[config.mk]
export PLATFORM = sky130hd
export DESIGN_NAME = parking_sensor_zone_beep_encoder
export DESIGN_NICKNAME = d
export VERILOG_FILES = /design/src/rtl/core/pszbe_pkg.sv /design/src/rtl/core/parking_sensor_zone_beep_encoder.sv
export SDC_FILE = /design/constraint.sdc
export NUM_CORES = 1
export LEC_CHECK = 0
export BUFFER_PORTS_ARGS = -buffer_cell sky130_fd_sc_hd__buf_2
export CORE_MARGIN = 5
export CORE_UTILIZATION = 64
export DETAILED_ROUTE_END_ITERATION = 8
export PLACE_DENSITY_LB_ADDON = 0.3
export SETUP_SLACK_MARGIN = 0.1
export SYNTH_ARGS = -nofsm -noshare
export SYNTH_HDL_FRONTEND = slang
export SYNTH_SLANG_ARGS = --single-unit
[constraint.sdc]
create_clock -name clk -period 30.2 [get_ports clk]
set_input_delay 4.53 -clock clk [delete_from_list [all_inputs] [get_ports clk]]
set_output_delay 4.53 -clock clk [all_outputs]
set_load 0.02 [all_outputs]
[src/rtl/core/pszbe_pkg.sv]
// ----------------------------------------------------------------------------
// pszbe_pkg
// Shared types and constants of the parking sensor zone and beep encoder.
// ----------------------------------------------------------------------------
`timescale 1ns / 1ps

package pszbe_pkg;

	localparam int DIST_W  = 8;
	localparam int ZONE_W  = 4;
	localparam int CHAN_W  = 2;
	localparam int DELAY_W = 6;
	localparam int IDX_W   = 4;

	typedef logic [DIST_W-1:0]  dist_t;
	typedef logic [ZONE_W-1:0]  zone_t;
	typedef logic [CHAN_W-1:0]  chan_t;
	typedef logic [DELAY_W-1:0] delay_t;
	typedef logic [IDX_W-1:0]   cfg_idx_t;
	typedef logic [3:0][DIST_W-1:0] limits_t;

	// register indexes
	localparam cfg_idx_t REG_CENTRE_ONE   = 4'd0;
	localparam cfg_idx_t REG_CENTRE_TWO   = 4'd1;
	localparam cfg_idx_t REG_CENTRE_THREE = 4'd2;
	localparam cfg_idx_t REG_CENTRE_FOUR  = 4'd3;
	localparam cfg_idx_t REG_CORNER_ONE   = 4'd4;
	localparam cfg_idx_t REG_CORNER_TWO   = 4'd5;
	localparam cfg_idx_t REG_CORNER_THREE = 4'd6;
	localparam cfg_idx_t REG_CORNER_FOUR  = 4'd7;

	// reset thresholds
	localparam dist_t RST_CENTRE_ONE   = 8'd145;
	localparam dist_t RST_CENTRE_TWO   = 8'd100;
	localparam dist_t RST_CENTRE_THREE = 8'd50;
	localparam dist_t RST_CENTRE_FOUR  = 8'd30;
	localparam dist_t RST_CORNER_ONE   = 8'd60;
	localparam dist_t RST_CORNER_TWO   = 8'd45;
	localparam dist_t RST_CORNER_THREE = 8'd30;
	localparam dist_t RST_CORNER_FOUR  = 8'd20;

	localparam dist_t NOTHING_SEEN = 8'hFF;

	// beep channel codes
	localparam chan_t CHAN_BOTH  = 2'd0;
	localparam chan_t CHAN_LEFT  = 2'd1;
	localparam chan_t CHAN_RIGHT = 2'd2;

	// beep delays
	localparam delay_t DELAY_SLOWEST   = 6'd62;
	localparam delay_t DELAY_TWO_BAR   = 6'd40;
	localparam delay_t DELAY_THREE_BAR = 6'd20;
	localparam delay_t DELAY_CONT      = 6'd0;

	// zones
	localparam zone_t ZONE_1   = 4'd1;
	localparam zone_t ZONE_2   = 4'd2;
	localparam zone_t ZONE_3   = 4'd3;
	localparam zone_t ZONE_4   = 4'd4;
	localparam zone_t ZONE_5   = 4'd5;
	localparam zone_t ZONE_7   = 4'd7;
	localparam zone_t ZONE_FAR = 4'd8;

endpackage

[src/rtl/core/parking_sensor_zone_beep_encoder.sv]
// ----------------------------------------------------------------------------
// parking_sensor_zone_beep_encoder
// Turns one frame of four rear distances into zones, beep channel and delay.
// ----------------------------------------------------------------------------
// Takes one sensor frame per clock while out_ready stays high and has no state
// between frames. A frame goes through an input register and a result register
// with the decode logic between them, and the block accepts a new beat every
// cycle while out_ready stays high. The eight thresholds are written through
// cfg_write/cfg_index/cfg_data and should only change while no frame is in
// flight; indexes above 7 are ignored.
`timescale 1ns / 1ps

module parking_sensor_zone_beep_encoder (
	input  logic                    clk,
	input  logic                    arst_n,

	input  logic                    cfg_write,
	input  pszbe_pkg::cfg_idx_t     cfg_index,
	input  pszbe_pkg::dist_t        cfg_data,

	input  logic                    in_valid,
	output logic                    in_ready,
	input  pszbe_pkg::dist_t        left_corner_dist,
	input  pszbe_pkg::dist_t        right_corner_dist,
	input  pszbe_pkg::dist_t        left_centre_dist,
	input  pszbe_pkg::dist_t        right_centre_dist,
	input  logic                    reverse_engaged,
	input  logic                    sound_allowed,
	input  logic                    radar_valid,

	output logic                    out_valid,
	input  logic                    out_ready,
	output pszbe_pkg::dist_t        nearest_dist,
	output logic                    nearest_is_corner,
	output pszbe_pkg::zone_t        centre_zone,
	output pszbe_pkg::zone_t        left_zone,
	output pszbe_pkg::zone_t        right_zone,
	output pszbe_pkg::chan_t        beep_channel,
	output pszbe_pkg::delay_t       beep_pause,
	output logic                    rear_active,
	output logic                    sound_on,
	output logic                    show_display
);

	function automatic pszbe_pkg::zone_t centre_zone_of(pszbe_pkg::dist_t d,
			pszbe_pkg::limits_t lim);
		pszbe_pkg::zone_t z;
		z = pszbe_pkg::ZONE_FAR;
		if (d <= lim[0]) z = pszbe_pkg::ZONE_7;
		if (d <= lim[1]) z = pszbe_pkg::ZONE_5;
		if (d <= lim[2]) z = pszbe_pkg::ZONE_3;
		if (d <= lim[3]) z = pszbe_pkg::ZONE_1;
		return z;
	endfunction

	function automatic pszbe_pkg::zone_t corner_zone_of(pszbe_pkg::dist_t d,
			pszbe_pkg::limits_t lim);
		pszbe_pkg::zone_t z;
		z = pszbe_pkg::ZONE_FAR;
		if (d <= lim[0]) z = pszbe_pkg::ZONE_4;
		if (d <= lim[1]) z = pszbe_pkg::ZONE_3;
		if (d <= lim[2]) z = pszbe_pkg::ZONE_2;
		if (d <= lim[3]) z = pszbe_pkg::ZONE_1;
		return z;
	endfunction

	// base - ceil(2*diff/5), clamped at zero; /5 via *205 >> 10 (exact below 1024)
	function automatic pszbe_pkg::delay_t fifth_step(pszbe_pkg::delay_t base,
			pszbe_pkg::dist_t diff);
		logic [9:0]  x;
		logic [17:0] prod;
		logic [7:0]  step;
		x    = {1'b0, diff, 1'b0} + 10'd4;
		prod = {8'd0, x} * 18'd205;
		step = prod[17:10];
		return (step >= {2'b00, base}) ? pszbe_pkg::DELAY_CONT
			: 6'({2'b00, base} - step);
	endfunction

	// ---------------------------------------------------------------- config
	pszbe_pkg::limits_t centre_lim_q;
	pszbe_pkg::limits_t corner_lim_q;

	always_ff @(posedge clk or negedge arst_n) begin
		if (!arst_n) begin
			centre_lim_q <= {pszbe_pkg::RST_CENTRE_FOUR, pszbe_pkg::RST_CENTRE_THREE,
				pszbe_pkg::RST_CENTRE_TWO, pszbe_pkg::RST_CENTRE_ONE};
			corner_lim_q <= {pszbe_pkg::RST_CORNER_FOUR, pszbe_pkg::RST_CORNER_THREE,
				pszbe_pkg::RST_CORNER_TWO, pszbe_pkg::RST_CORNER_ONE};
		end else if (cfg_write) begin
			unique case (cfg_index)
				pszbe_pkg::REG_CENTRE_ONE:   centre_lim_q[0] <= cfg_data;
				pszbe_pkg::REG_CENTRE_TWO:   centre_lim_q[1] <= cfg_data;
				pszbe_pkg::REG_CENTRE_THREE: centre_lim_q[2] <= cfg_data;
				pszbe_pkg::REG_CENTRE_FOUR:  centre_lim_q[3] <= cfg_data;
				pszbe_pkg::REG_CORNER_ONE:   corner_lim_q[0] <= cfg_data;
				pszbe_pkg::REG_CORNER_TWO:   corner_lim_q[1] <= cfg_data;
				pszbe_pkg::REG_CORNER_THREE: corner_lim_q[2] <= cfg_data;
				pszbe_pkg::REG_CORNER_FOUR:  corner_lim_q[3] <= cfg_data;
				default: ;
			endcase
		end
	end

	// ---------------------------------------------------------------- handshake
	logic valid_s1;
	logic valid_s2;
	logic s2_free;

	assign s2_free  = !valid_s2 || out_ready;
	assign in_ready = !valid_s1 || s2_free;

	always_ff @(posedge clk or negedge arst_n) begin
		if (!arst_n) begin
			valid_s1 <= 1'b0;
			valid_s2 <= 1'b0;
		end else begin
			if (in_ready) valid_s1 <= in_valid;
			if (s2_free)  valid_s2 <= valid_s1;
		end
	end

	// ---------------------------------------------------------------- stage 1
	pszbe_pkg::dist_t lc_s1, rc_s1, lm_s1, rm_s1;
	logic rev_s1, snd_s1, rad_s1;

	always_ff @(posedge clk) begin
		if (in_ready && in_valid) begin
			lc_s1  <= left_corner_dist;
			rc_s1  <= right_corner_dist;
			lm_s1  <= left_centre_dist;
			rm_s1  <= right_centre_dist;
			rev_s1 <= reverse_engaged;
			snd_s1 <= sound_allowed;
			rad_s1 <= radar_valid;
		end
	end

	// ---------------------------------------------------------------- decode
	pszbe_pkg::dist_t  mn, mn_a, mn_b, centre_min, left_min, right_min;
	logic              corner;
	logic              a_right, b_right, b_wins;
	pszbe_pkg::zone_t  zl, zr, zone_c;
	pszbe_pkg::chan_t  chan;
	pszbe_pkg::delay_t delay;
	pszbe_pkg::dist_t  diff0, diff1, diff2;

	always_comb begin
		// earlier index wins ties in the nearest-distance search (mn)
		a_right = rc_s1 < lc_s1;
		mn_a    = a_right ? rc_s1 : lc_s1;
		b_right = rm_s1 < lm_s1;
		mn_b    = b_right ? rm_s1 : lm_s1;
		b_wins  = mn_b < mn_a;
		mn      = b_wins ? mn_b : mn_a;
		corner  = !b_wins;

		centre_min = mn_b;
		left_min   = (lc_s1 < lm_s1) ? lc_s1 : lm_s1;
		right_min  = (rc_s1 < rm_s1) ? rc_s1 : rm_s1;
		chan = pszbe_pkg::CHAN_BOTH;
		if (left_min < centre_min)  chan = pszbe_pkg::CHAN_LEFT;
		if (right_min < centre_min) chan = pszbe_pkg::CHAN_RIGHT;

		zl     = centre_zone_of(lm_s1, centre_lim_q);
		zr     = centre_zone_of(rm_s1, centre_lim_q);
		zone_c = (zr < zl) ? zr : zl;

		diff0 = centre_lim_q[0] - mn;
		diff1 = centre_lim_q[1] - mn;
		diff2 = centre_lim_q[2] - mn;

		delay = pszbe_pkg::DELAY_SLOWEST;
		if (corner) begin
			if (mn < corner_lim_q[0])  delay = pszbe_pkg::DELAY_SLOWEST;
			if (mn <= corner_lim_q[1]) delay = pszbe_pkg::DELAY_TWO_BAR;
			if (mn <= corner_lim_q[2]) delay = pszbe_pkg::DELAY_THREE_BAR;
			if (mn <= corner_lim_q[3]) delay = pszbe_pkg::DELAY_CONT;
		end else begin
			if (mn <= centre_lim_q[0]) begin
				delay = ({1'b0, diff0[7:1]} >= {2'b00, pszbe_pkg::DELAY_SLOWEST})
					? pszbe_pkg::DELAY_CONT
					: pszbe_pkg::DELAY_SLOWEST - diff0[6:1];
			end
			if (mn <= centre_lim_q[1]) delay = fifth_step(pszbe_pkg::DELAY_TWO_BAR, diff1);
			if (mn <= centre_lim_q[2]) delay = fifth_step(pszbe_pkg::DELAY_THREE_BAR, diff2);
			if (mn <= centre_lim_q[3]) delay = pszbe_pkg::DELAY_CONT;
		end
	end

	// ---------------------------------------------------------------- stage 2
	always_ff @(posedge clk) begin
		if (s2_free && valid_s1) begin
			nearest_dist      <= mn;
			nearest_is_corner <= corner;
			centre_zone       <= zone_c;
			left_zone         <= corner_zone_of(lc_s1, corner_lim_q);
			right_zone        <= corner_zone_of(rc_s1, corner_lim_q);
			beep_channel      <= chan;
			beep_pause        <= delay;
			rear_active       <= rev_s1;
			sound_on          <= snd_s1 && rev_s1 && rad_s1 && (mn != pszbe_pkg::NOTHING_SEEN);
			show_display      <= rev_s1 && rad_s1;
		end
	end

	assign out_valid = valid_s2;

endmodule

* After elaboration in Yosys (flattened, before gate mapping)
Cells that the tools add are included.
** Operators by class
- $add $sub $neg :: 8
- $mul :: 2
- Order comparisons :: 34
- Eq/ne operators :: 8
- Muxes and demuxes :: 32
- Reduce and logical (&&, ||, !) cells :: 22
** Operators by type and width (count)
- <= comparator 8 bit :: 23
- 2-to-1 mux 6 bit :: 10
- < comparator 8 bit :: 7
- 2-to-1 mux 4 bit :: 11
- 2-to-1 mux 8 bit :: 5
- multiplier 10 x 8 -> 18 bit, second input constant :: 2
- subtractor 8 bit :: 3
- adder 9 x 3 -> 10 bit, second input constant :: 2
- == test 4 x 3 -> 1 bit, second input constant :: 4
- AND reduction 2 bit :: 8
- subtractor 6 bit, first input constant :: 2
- == test 4 x 2 -> 1 bit, second input constant :: 2
- greater-or-equal comparator 8 x 5 -> 1 bit, second input constant :: 1
- greater-or-equal comparator 8 x 6 -> 1 bit, second input constant :: 1
- 2-to-1 mux 2 bit :: 4
- != test 8 bit, second input constant :: 1
- greater-or-equal comparator 7 x 6 -> 1 bit, second input constant :: 1
- logical AND 1 bit :: 6
- OR reduction 3 bit :: 2
- subtractor 5 x 6 -> 6 bit, first input constant :: 1
- 2-to-1 mux 5 bit :: 1
- == test 4 x 1 -> 1 bit, second input constant :: 1
- logical NOT 4 bit :: 1
- < comparator 4 bit :: 1
- 3 further kinds :: 6
** Word-level totals
- Bits in registers :: 133
- Input bits :: 52
- Output and inout port bits :: 34
- Word-level logic and storage cells :: 135

* Depth between registers and ports, before layout
Gate-level depths: netlist of run 1.
- Depth in word-level cells :: 13
- Gate-level depth with buffers :: 52
- Depth with buffers taken out :: 50

* Worst setup path before layout of run 1
Ideal clock, no wire load.
- Kind :: flip-flop to flip-flop
- Start point :: reg lm_s1[5]
- End point :: reg beep_pause[0] (data pin)
- Arrival :: 9.915 ns
- Setup slack :: 20.126 ns
- Stages on the path, launching flop included :: 47
- Clock period less this slack :: 10.074 ns
- Path through :: edfxtp_1 > inv_1 > ha_1 > a211o_1 > a21oi_4 > o21ai_4 > clkbuf_1 > a21oi_1 > inv_1 > ha_1 > a21o_1 > a21o_1 > a21o_1 > nor2_1 > o21a_1 > o31ai_2 > nand2_1 > inv_1 > (+11 left out) > xnor2_1 > fa_1 > fa_1 > inv_1 > fa_1 > inv_1 > ha_1 > o21a_1 > a21oi_1 > o21ai_1 > a21oi_1 > o21bai_1 > a21o_1 > or3_1 > a32o_1 > nor3_1 > a211oi_1 > a211oi_2
** On the way
- Longest elaborated chain between the ends :: 13
- Elaborated cells on any way between the ends :: 33
- Those cells by class :: 8 x add/sub; 2 x mul; 11 x order compare; 12 x mux
** Ends and longest elaborated chain
- start: declaration :: RTL line parking_sensor_zone_beep_encoder.sv:124 : pszbe_pkg::dist_t lc_s1, rc_s1, lm_s1, rm_s1;
- start signal: assignment :: RTL line parking_sensor_zone_beep_encoder.sv:131 : lm_s1 <= left_centre_dist;
- < comparator 8 bit :: RTL line parking_sensor_zone_beep_encoder.sv:152 : b_right = rm_s1 < lm_s1;
- 2-to-1 mux 8 bit (*) :: RTL line parking_sensor_zone_beep_encoder.sv:153 : mn_b = b_right ? rm_s1 : lm_s1;
- < comparator 8 bit :: RTL line parking_sensor_zone_beep_encoder.sv:154 : b_wins = mn_b < mn_a;
- 2-to-1 mux 8 bit (*) :: RTL line parking_sensor_zone_beep_encoder.sv:155 : mn = b_wins ? mn_b : mn_a;
- via mn[0] :: RTL line parking_sensor_zone_beep_encoder.sv:140 : pszbe_pkg::dist_t mn, mn_a, mn_b, centre_min, left_min, right_min;
- subtractor 8 bit :: RTL line parking_sensor_zone_beep_encoder.sv:170 : diff1 = centre_lim_q[1] - mn;
- adder 9 x 3 -> 10 bit :: RTL line parking_sensor_zone_beep_encoder.sv:73 : x = {1'b0, diff, 1'b0} + 10'd4;
- multiplier 10 x 8 -> 18 bit :: RTL line parking_sensor_zone_beep_encoder.sv:74 : prod = {8'd0, x} * 18'd205;
- greater-or-equal comparator 8 x 6 -> 1 bit or subtractor 6 bit (tied branches) :: RTL line parking_sensor_zone_beep_encoder.sv:76, parking_sensor_zone_beep_encoder.sv:77
- 2-to-1 mux 6 bit :: RTL line parking_sensor_zone_beep_encoder.sv:76 : return (step >= {2'b00, base}) ? pszbe_pkg::DELAY_CONT
- 2-to-1 mux 6 bit :: RTL line parking_sensor_zone_beep_encoder.sv:185 : if (mn <= centre_lim_q[1]) delay = fifth_step(pszbe_pkg::DELAY_TWO_BAR, diff1);
- 2-to-1 mux 6 bit :: RTL line parking_sensor_zone_beep_encoder.sv:186 : if (mn <= centre_lim_q[2]) delay = fifth_step(pszbe_pkg::DELAY_THREE_BAR, diff2);
- 2-to-1 mux 6 bit :: RTL line parking_sensor_zone_beep_encoder.sv:187 : if (mn <= centre_lim_q[3]) delay = pszbe_pkg::DELAY_CONT;
- 2-to-1 mux 6 bit (*) :: RTL line parking_sensor_zone_beep_encoder.sv:174 : if (corner) begin
- end signal: assignment :: RTL line parking_sensor_zone_beep_encoder.sv:200 : beep_pause <= delay;
- end: declaration :: RTL line parking_sensor_zone_beep_encoder.sv:39 : output pszbe_pkg::delay_t beep_pause,
The timed path passes the listed nets; every way through them passes the cells marked *.
A chain may end at the register's enable or synchronous reset.

* Worst setup path in the final report of run 1
- Start point :: reg lm_s1[3]
- End point :: reg beep_pause[0] (data pin)
The elaborated chain is that of the path after synthesis.

==> results of run 1 <==
[layout make-up]
cell class | count | area share, %
Multi-Input combinational cell | 1207 | 63.3
Sequential cell | 133 | 23.0
Inverter | 190 | 4.44
Timing Repair Buffer | 92 | 2.97
Clock buffer | 19 | 2.89
Tap cell | 285 | 2.22
Clock inverter | 13 | 1.14
[how the worst max path moves through the flow]
stage          slack, ns                from  cells after the start                           to
4_1_cts            19.19  lm_s1[3]$_DFFE_PP_                     44  beep_pause[0]$_SDFFCE_PP0P_
3_5_place_dp       19.25  lm_s1[3]$_DFFE_PP_                     44  beep_pause[0]$_SDFFCE_PP0P_
5_1_grt            18.39  lc_s1[3]$_DFFE_PP_                     45  beep_pause[0]$_SDFFCE_PP0P_
2_1_floorplan      20.13  lm_s1[5]$_DFFE_PP_                     46  beep_pause[0]$_SDFFCE_PP0P_
6_report           19.10  lm_s1[3]$_DFFE_PP_                     45  beep_pause[0]$_SDFFCE_PP0P_
3_3_place_gp       19.49  lm_s1[2]$_DFFE_PP_                     44  beep_pause[0]$_SDFFCE_PP0P_
[cells in the final DEF (no fill, tap or decap), types with 8 or more instances in the layout]
| cell | Yosys | final |
|---|---|---|
| ha_1 | 315 | 315 |
| inv_1 | 187 | 187 |
| a21oi_1 | 98 | 98 |
| nand2_1 | 91 | 91 |
| buf_2 | 1 | 85 |
| o21ai_0 | 84 | 84 |
| nor2_1 | 71 | 71 |
| edfxtp_1 | 67 | 67 |
| a21o_1 | 57 | 57 |
| xnor2_1 | 49 | 49 |
| nand3_1 | 39 | 39 |
| dfrtp_1 | 39 | 39 |
| mux2_2 | 37 | 37 |
| fa_1 | 28 | 28 |
| o21a_1 | 27 | 27 |
| dfstp_2 | 27 | 27 |
| nand4_1 | 23 | 23 |
| nand2b_1 | 23 | 23 |
| nor2b_1 | 22 | 22 |
| a211oi_1 | 20 | 20 |
| xor2_1 | 20 | 20 |
| and3_1 | 18 | 18 |
| clkbuf_16 | 0 | 18 |
| nor3_1 | 17 | 17 |
| o21bai_1 | 12 | 12 |
| o22ai_1 | 9 | 9 |
| o21ai_1 | 9 | 9 |
| mux2i_1 | 8 | 8 |
| maj3_1 | 8 | 8 |
[cells by family after synthesis]
kind of cell	after synthesis	share of synthesized area (%)
compound gates	396	18.2
fa+ha+maj	353	31.3
simple gates	338	11.5
buf+inv	213	5.55
flops	133	25.2
xor+xnor	73	4.55
mux	47	3.63
[sequential cells by signal, summed over array words and instances, names as in the netlist]
signal and flops:
beep_channel 2, beep_pause 6, centre_lim_q 32, centre_zone 4, corner_lim_q 32, lc_s1 8
left_zone 4, lm_s1 8, nearest_dist 8, nearest_is_corner 1, out_valid 1, rad_s1 1
rc_s1 8, rear_active 1, rev_s1 1, right_zone 4, rm_s1 8, show_display 1
snd_s1 1, sound_on 1, valid_s1 1
[per-stage QoR]
step | instance area (sq um) | cells
final | 16100 | 1939
after global routing | 16100 | 1939
after CTS | 16100 | 1939
after detailed placement | 15400 | 1907
after global placement | 15400 | 1907
after floorplan | 14700 | 1553
[layer usage]
layer | vias up | part of all wire (%) | track usage, %
met1 | 5762 | 43 | 39.4
met3 | 115 | 6.7 | 4.36
met2 | 455 | 46 | 50.3
met4 | 0 | 4.4 | 12.4
li1 | 5808 | - | -
met5 | - | 0 | 0
[worst reg2reg max path: cells and delay by family, from the launching register on]
kind                       cells  cell delay [ns]
AOI/OAI and AO/OA             20             4.48
buffers and inverters          6             0.61
DFF                            1             0.48
xor gates and xnor gates       3             0.69
adders and majority gates      9             3.16
and+or+nand+nor                7             1.53
==> results.md, run 1 <==
- Status: completed
- Yosys reg bits: 133
- Initial antenna violation count: 0
- # setup viols final: 0
- Row count: 55
- Clk sink count: 133
- Setup slack, reg-to-reg: 19.10 ns
- Synth cell types: 92
- Syn Inst Count: 1,553
- Global Route Usage Sum: 30.1%
- Initial Util: 64.9%
- WP data required: 30.47 ns
- Most area-hungry cell type in the Yosys netlist: ha_1
- Post-CTS setup buffers: 0
- Tmin final: 11.10 ns
- RSZ-0062 raised after global routing: false
- Slew Limit Fails: 0
- Die area: 26,100 sq um
- DR vias/cell: 6.26
- GR Overflow Total: 0
- Max Freq: 0.0901 GHz
- Clock Pin Slew Worst Setup and Hold Paths: 0.07 ns
- Reg area: 3700 sq um
- Number of global-route vias before repair: 12,200
- Final hold vios: 0
- Post-synth top area share: 26.8%
- Slowest CP cell: fa_1
- R2r worst-path depth: 45
- Area of the core: 22,600 sq um
- Worst hold start: rev_s1$_DFFE_PP_
- Worst-path maximum fanout: 12
- Die span in x: 162 um
- Layout Nets: 2,036
- Least-Margin Pin Slew: 1.02 ns
- Synthesized area per cell: 9.46 sq um
- Root Buffer: clkbuf_16
- Die H: 162 um
- Hold buffer count at CTS: 0
- Count leader, synth: ha_1
- Largest cells by area after synthesis: ha_1, edfxtp_1, dfrtp_1
- Pre-CTS setup slack: 19.25 ns
- Max incr delay on CP: 0.53 ns
- Remaining DRCs: 0
- Worst EP arrival: 11.37 ns
- Worst Setup Path Type: register to register
- Layout cells sized above 1: 13.9%
- IO Count: 86
- Setup tns final: 0 ns
- Post-synth ARST share: 49.6%
- Synth Warn #: 0
- Largest net degree at the start of global routing: 67
- Drt wl/cell: 20.1 um
- Post-synthesis sequential area ratio: 25.2%
- CTS tree: yes
- Area of the multi-input gates: 10,200 sq um
- Top delay family on crit path: compound AO/OA/AOI/OAI gates
- Number of enable flip-flop cells after synthesis: 67
- Total number of vias: 12,100
- Hold path depth: 0
- Setup crit start kind: register
- First-pass GRT wire length: 62,500 um
- Post-route ant nets: 0
- Final worst path period share: 36.8%
- H-tree depth: 4
- Max Clock Skew: 0.00872 ns
- Clk_lat worst skew: 0.43 ns
- First-pass detailed-route iteration total: 5
- Layout area overhead: 9.40%
- RR Endpoint: beep_pause[0]$_SDFFCE_PP0P_
- TritonCTS buffer count: 17
- Setup WS post-layout: 19.10 ns
- Synth top cells by count: ha_1, inv_1, a21oi_1
- Syn Nets: 1,948
- Max-slew headroom: 31.8%
- Port bufs: 85
- Initial DRC Count: 886
- Top FF cell, synth: edfxtp_1
- Clk buf depth: 2
- Final core occ: 71.0%
- Number of diodes: 0
- Worst hold path class: register to register
- Drt total wl: 39,000 um
- Gpl congestion: 0.976
- Buf/Inv on CP: 6
- Filler Cell Count: 1,762
- Hold endpoint: rear_active$_DFFE_PP_
- Reg2reg start: lm_s1[3]$_DFFE_PP_
- Mapped Area: 14,700 sq um
- DP HPWL: 30,900 um
- Post-cts repair resize count: 0
- Hold_ws: 0.440 ns
- Max_cap viols: 0
- Nature of the critical path endpoint: register
Power of run 1 is left out: the tool's default activity adds up to more than one toggle a clock period on the data nets, which glitch-free logic cannot reach.
==> run 2: changes to the inputs <==
==> constraint.sdc (replaced) <==
create_clock -name clk -period 10.89 [get_ports clk]
set_input_delay 1.6335 -clock clk [delete_from_list [all_inputs] [get_ports clk]]
set_output_delay 1.6335 -clock clk [all_outputs]
set_load 0.02 [all_outputs]
==> run 2 against run 1 <==
Maximum frequency is 8.3% higher. Die area is the same. Routed wire length increased by 1.6%. Register-to-register slack got worse by 18 ns. Cell area increased by 2.5%. Critical endpoint unchanged.
==> results.md, run 2 (synthesis gave the netlist of run 1 again) <==
- Max-slew headroom: 23.1% (-8.7 points)
- Hold buffer count at CTS: 0 (unchanged)
- R2r worst-path depth: 43 (-4.4%)
- RSZ-0062 raised after global routing: false
- Worst hold path class: register to register
- Layout Nets: 2,084 (+2.4%)
- Worst EP arrival: 10.52 ns (-0.85 ns)
- Clock Pin Slew Worst Setup and Hold Paths: 0.07 ns (about the same)
- Final hold vios: 0 (unchanged)
- Max Freq: 0.0975 GHz (+8.3%)
- DR vias/cell: 6.22 (-0.62%)
- First-pass GRT wire length: 63,200 um (+1.1%)
- Setup tns final: 0 ns (unchanged)
- Nature of the critical path endpoint: register
- Slowest CP cell: fa_1
- Global Route Usage Sum: 30.4% (+0.27 points)
- Largest net degree at the start of global routing: 67 (unchanged)
- Total number of vias: 12,400 (+1.8%)
- CP endpoint: beep_pause[0]$_SDFFCE_PP0P_
- Initial antenna violation count: 0 (unchanged)
- Tmin final: 10.26 ns (-0.847 ns)
- Reg2reg start: lm_s1[5]$_DFFE_PP_
- Commonest non-fill, non-tap cell in the layout: ha_1
- Initial DRC Count: 994 (+12%)
- Root Buffer: clkbuf_16
- Area of the multi-input gates: 10,300 sq um (+1.0%)
- First-pass detailed-route iteration total: 7 (+2)
- Row count: 55 (unchanged)
- TritonCTS buffer count: 17 (unchanged)
- Clk sink count: 133 (unchanged)
- Top Registers: centre_lim_q x32, corner_lim_q x32
- Number of diodes: 0 (unchanged)
- Post-route ant nets: 0 (unchanged)
- Number of global-route vias before repair: 12,400 (+1.3%)
- Max incr delay on CP: 0.55 ns (+0.02 ns)
- RR Endpoint: beep_pause[0]$_SDFFCE_PP0P_
- Area of the core: 22,600 sq um (unchanged)
- Gpl congestion: 0.937 (-4.0%)
- CTS tree: yes
- # setup viols final: 0 (unchanged)
- Most frequent cells in the layout: ha_1, inv_1, a21oi_1, nand2_1, buf_2
- Drt wl/cell: 19.9 um (-0.86%)
- Die area: 26,100 sq um (unchanged)
- Slew Limit Fails: 0 (unchanged)
- Max Clock Skew: 0.0141 ns (+0.00536 ns)
- Max_cap viols: 0 (unchanged)
- Worst-path maximum fanout: 9 (-3)
- Filler Cell Count: 1,637 (-7.1%)
- Port bufs: 85 (unchanged)
- Least-Margin Pin Slew: 1.15 ns (+0.131 ns)
- H-tree depth: 4 (unchanged)
- Final worst path period share: 94.2% (+57 points)
- Die H: 162 um (unchanged)
- Remaining DRCs: 0 (unchanged)
- Clk_lat worst skew: 0.43 ns (about the same)
- Initial Util: 64.9% (unchanged)
- Clk buf depth: 2 (unchanged)
- IO Count: 86 (unchanged)
- Worst hold start: rev_s1$_DFFE_PP_
- Layout area overhead: 12.1%
- Drt total wl: 39,600 um (+1.6%)
- Layout cells sized above 1: 17.3% (+3.4 points)
- Reg area: 3700 sq um (unchanged)
- Setup slack, reg-to-reg: 0.63 ns (-18.46 ns)
- WP data required: 11.16 ns (-19.31 ns)
- Status: completed
- Crit. Startpoint: lm_s1[5]$_DFFE_PP_
- Setup crit start kind: register
- Die span in x: 162 um (unchanged)
- GR Overflow Total: 0 (unchanged)
- Worst Setup Path Type: register to register
- DP HPWL: 30,600 um (-0.92%)
## run 2: worst max-delay path: cells and delay by family, from the launching register on
family	cells	cell delay, ns
buffers and inverters	8	1.17
flip-flops	1	0.46
XOR/XNOR	3	0.61
AO/OA/AOI/OAI	21	4.17
AND/OR/NAND/NOR	4	0.80
adder cells (fa/ha/maj)	7	2.86
## run 2: worst min-delay path by stage
stage                             to  slack, ns  cells after the start
5_1_grt        rear_active$_DFFE_PP_       0.48                      0
2_1_floorplan  rear_active$_DFFE_PP_       0.42                      0
4_1_cts        rear_active$_DFFE_PP_       0.44                      0
3_3_place_gp   rear_active$_DFFE_PP_       0.42                      0
3_5_place_dp   rear_active$_DFFE_PP_       0.43                      0
6_report       rear_active$_DFFE_PP_       0.44                      0
## run 2: what timing repair did
item	in CTS	in global routing
cloned	0	1
buffers inserted	0	20
pin swaps	0	5
resized for setup	3	16
endpoints found under the setup margin	1	6
endpoints found under the hold margin	0	0
## run 2: metrics by stage
| stage | utilization (%) | setup slack, ns | instances | hold WS, ns | cell area, sq um |
|---|---|---|---|---|---|
| detailed placement | 69.1 | 0.0912 | 1934 | 0.427 | 15600 |
| CTS | 71.7 | 0.102 | 1966 | 0.442 | 16200 |
| floorplan | - | 0.816 | 1553 | 0.417 | 14700 |
| finish | 72.8 | 0.634 | 1987 | 0.441 | 16500 |
| global placement | 69.1 | 0.542 | 1934 | 0.421 | 15600 |
| global route | 72.8 | 0.0486 | 1987 | 0.477 | 16500 |
## run 2: area by class of cell
cell class | count | share of cell area [%]
multi-input combinational | 1208 | 62.4
tap | 285 | 2.16
sequential | 133 | 22.4
clock inverter | 14 | 0.843
inverter | 190 | 4.35
clock buffer | 18 | 2.73
timing repair buffer | 139 | 5.04
## run 2: per-layer routing
metal,wire (um),GRT usage [%]
met3,2980,5.26
met2,18700,52.4
met4,1640,12.8
met5,0,0
met1,16300,37.8
Power of run 2 is left out for the same reason.
==> run 3: changes to the inputs <==
--- a/config.mk
+++ b/config.mk
@@ -5,10 +5,10 @@
 export SDC_FILE = /design/constraint.sdc
 export NUM_CORES = 1
 export LEC_CHECK = 0
-export BUFFER_PORTS_ARGS = -buffer_cell sky130_fd_sc_hd__buf_2
 export CORE_MARGIN = 5
 export CORE_UTILIZATION = 64
 export DETAILED_ROUTE_END_ITERATION = 8
+export DONT_BUFFER_PORTS = 1
 export PLACE_DENSITY_LB_ADDON = 0.3
 export SETUP_SLACK_MARGIN = 0.1
 export SYNTH_ARGS = -nofsm -noshare
==> run 3 against run 2 <==
Via count decreased by 2.2%. Die area did not move. Cell count is 4.9% lower. Non-clock buffer count fell by 99. Clock skew rose by 0.0021 ns. Clock-buffer cell count stayed put. Critical path type unchanged. Highest routed layer unchanged.
==> results.md, run 3 (synthesis gave the netlist of run 1 again) <==
- Status: completed
- Setup WS post-layout: 0.502 ns (-0.131 ns)
- Clk_lat worst skew: 0.43 ns (about the same)
- Slowest CP cell: a21oi_1
- Initial Util: 64.9% (unchanged)
- Initial antenna violation count: 2 (+2)
- RR Endpoint: beep_pause[0]$_SDFFCE_PP0P_
- Setup crit start kind: register
- IO Count: 86 (unchanged)
- Remaining DRCs: 0 (unchanged)
- Largest net degree at the start of global routing: 67 (unchanged)
- DP HPWL: 30,700 um (+0.52%)
- Tmin final: 10.39 ns (+0.131 ns)
- GR Overflow Total: 0 (unchanged)
- Final worst path period share: 95.4% (+1.2 points)
- Layout cells sized above 1: 11.8% (-5.5 points)
- Reg2reg start: rm_s1[5]$_DFFE_PP_
- Clock Pin Slew Worst Setup and Hold Paths: 0.07 ns (about the same)
- Max incr delay on CP: 0.69 ns (+0.14 ns)
- H-tree depth: 4 (unchanged)
- Die span in x: 162 um (unchanged)
- Max_cap viols: 0 (unchanged)
- Clk buf depth: 2 (unchanged)
- Most frequent cells in the layout: ha_1, inv_1, a21oi_1, nand2_1, o21ai_0
- TritonCTS buffer count: 17 (unchanged)
- Die H: 162 um (unchanged)
- Top Registers: centre_lim_q x32, corner_lim_q x32
- DR vias/cell: 6.40 (+2.9%)
- Nature of the critical path endpoint: register
- Max-slew headroom: 29.4% (+6.3 points)
- Crit. Startpoint: rm_s1[5]$_DFFE_PP_
- CP endpoint: beep_pause[0]$_SDFFCE_PP0P_
- Clk sink count: 133 (unchanged)
- Number of global-route vias before repair: 12,000 (-3.2%)
- Layout area overhead: 8.44%
- Pre-CTS setup slack: 0.334 ns (+0.243 ns)
- Total number of vias: 12,100 (-2.2%)
- Hold buffer count at CTS: 0 (unchanged)
- Worst-path maximum fanout: 9 (unchanged)
- Least-Margin Pin Slew: 1.06 ns (-0.0945 ns)
- Drt wl/cell: 20.9 um (+4.7%)
- Global Route Usage Sum: 30.1% (-0.28 points)
- Post-route ant nets: 0 (unchanged)
- # setup viols final: 0 (unchanged)
- Reg area: 3700 sq um (unchanged)
- Root Buffer: clkbuf_16
- Max Clock Skew: 0.0162 ns (+0.00212 ns)
- CTS tree: yes
- Met3 global-route usage: 5.41% (+0.15 points)
- Layout Nets: 1,985 (-4.8%)
- First-pass detailed-route iteration total: 6 (-1)
- Worst Setup Path Type: register to register
- Drt total wl: 39,400 um (-0.49%)
- Final hold vios: 0 (unchanged)
- WP data required: 11.17 ns (about the same)
- Met2 usage: 49.8% (-2.6 points)
- Setup tns final: 0 ns (unchanged)
- First-pass GRT wire length: 62,200 um (-1.5%)
- Final core occ: 70.4% (-2.4 points)
- Max Freq: 0.0963 GHz (-1.3%)
- Worst EP arrival: 10.66 ns (+0.14 ns)
- Worst hold path class: register to register
- Layer with the highest usage: met2
- Setup slack, reg-to-reg: 0.50 ns (-0.13 ns)
- Filler Cell Count: 1,742 (+6.4%)
- Met1 Use GR: 38.5% (+0.76 points)
- Area of the core: 22,600 sq um (unchanged)
- Gpl congestion: 1.00 (+7.1%)
- Commonest non-fill, non-tap cell in the layout: ha_1
- Initial DRC Count: 996 (+0.20%)
- Die area: 26,100 sq um (unchanged)
- R2r worst-path depth: 40 (-7.0%)
- Area of the multi-input gates: 10,300 sq um (-0.18%)
- Row count: 55 (unchanged)
- Slew Limit Fails: 0 (unchanged)
- Port bufs: 0 (-100%)
run 3: critical path: cells and delay by family, from the launching register on:
family / cells / cell delay, ns
AOI/OAI and AO/OA: 18 / 3.87
xor gates and xnor gates: 3 / 0.79
adders and majority gates: 7 / 3.02
buffers and inverters: 7 / 1.01
DFF: 1 / 0.53
and+or+nand+nor: 5 / 0.96
run 3: stage by stage:
step | cells | hold WS (ns) | cell area [sq um]
2_1_floorplan | 1553 | 0.417 | 14700
3_3_place_gp | 1849 | 0.422 | 15200
3_5_place_dp | 1849 | 0.426 | 15200
4_1_cts | 1881 | 0.440 | 15800
5_1_grt | 1889 | 0.474 | 15900
6_report | 1889 | 0.439 | 15900
run 3: layout make-up:
| class | count | area share [%] |
|---|---|---|
| multi-input combinational | 1208 | 64.5 |
| tap | 285 | 2.24 |
| clock buffer | 18 | 2.69 |
| sequential | 133 | 23.2 |
| timing repair buffer | 40 | 1.88 |
| clock inverter | 14 | 1.02 |
| inverter | 190 | 4.50 |
| antenna | 1 | 0.0157 |
run 3: repair_timing:
item                                    4_1_cts  5_1_grt
gates resized for setup                       0       14
endpoints found under the setup margin        0        6
setup buffers                                 0        6
run 3: worst min-delay path by stage:
| stage | startpoint | to | cells after the start |
|---|---|---|---|
| after floorplan | rev_s1$_DFFE_PP_ | rear_active$_DFFE_PP_ | 0 |
| after detailed placement | rev_s1$_DFFE_PP_ | rear_active$_DFFE_PP_ | 0 |
| after CTS | rev_s1$_DFFE_PP_ | rear_active$_DFFE_PP_ | 0 |
| after global routing | rev_s1$_DFFE_PP_ | rear_active$_DFFE_PP_ | 0 |
| final | rev_s1$_DFFE_PP_ | rear_active$_DFFE_PP_ | 0 |
| after global placement | rev_s1$_DFFE_PP_ | rear_active$_DFFE_PP_ | 0 |
run 3: per-layer routing:
layer | vias to the layer above | wire length [um]
li1 | 5699 | -
met1 | 5719 | 16000
met2 | 524 | 18300
met3 | 148 | 2950
met4 | 0 | 2070
met5 | - | 0
Power of run 3 is left out for the same reason.
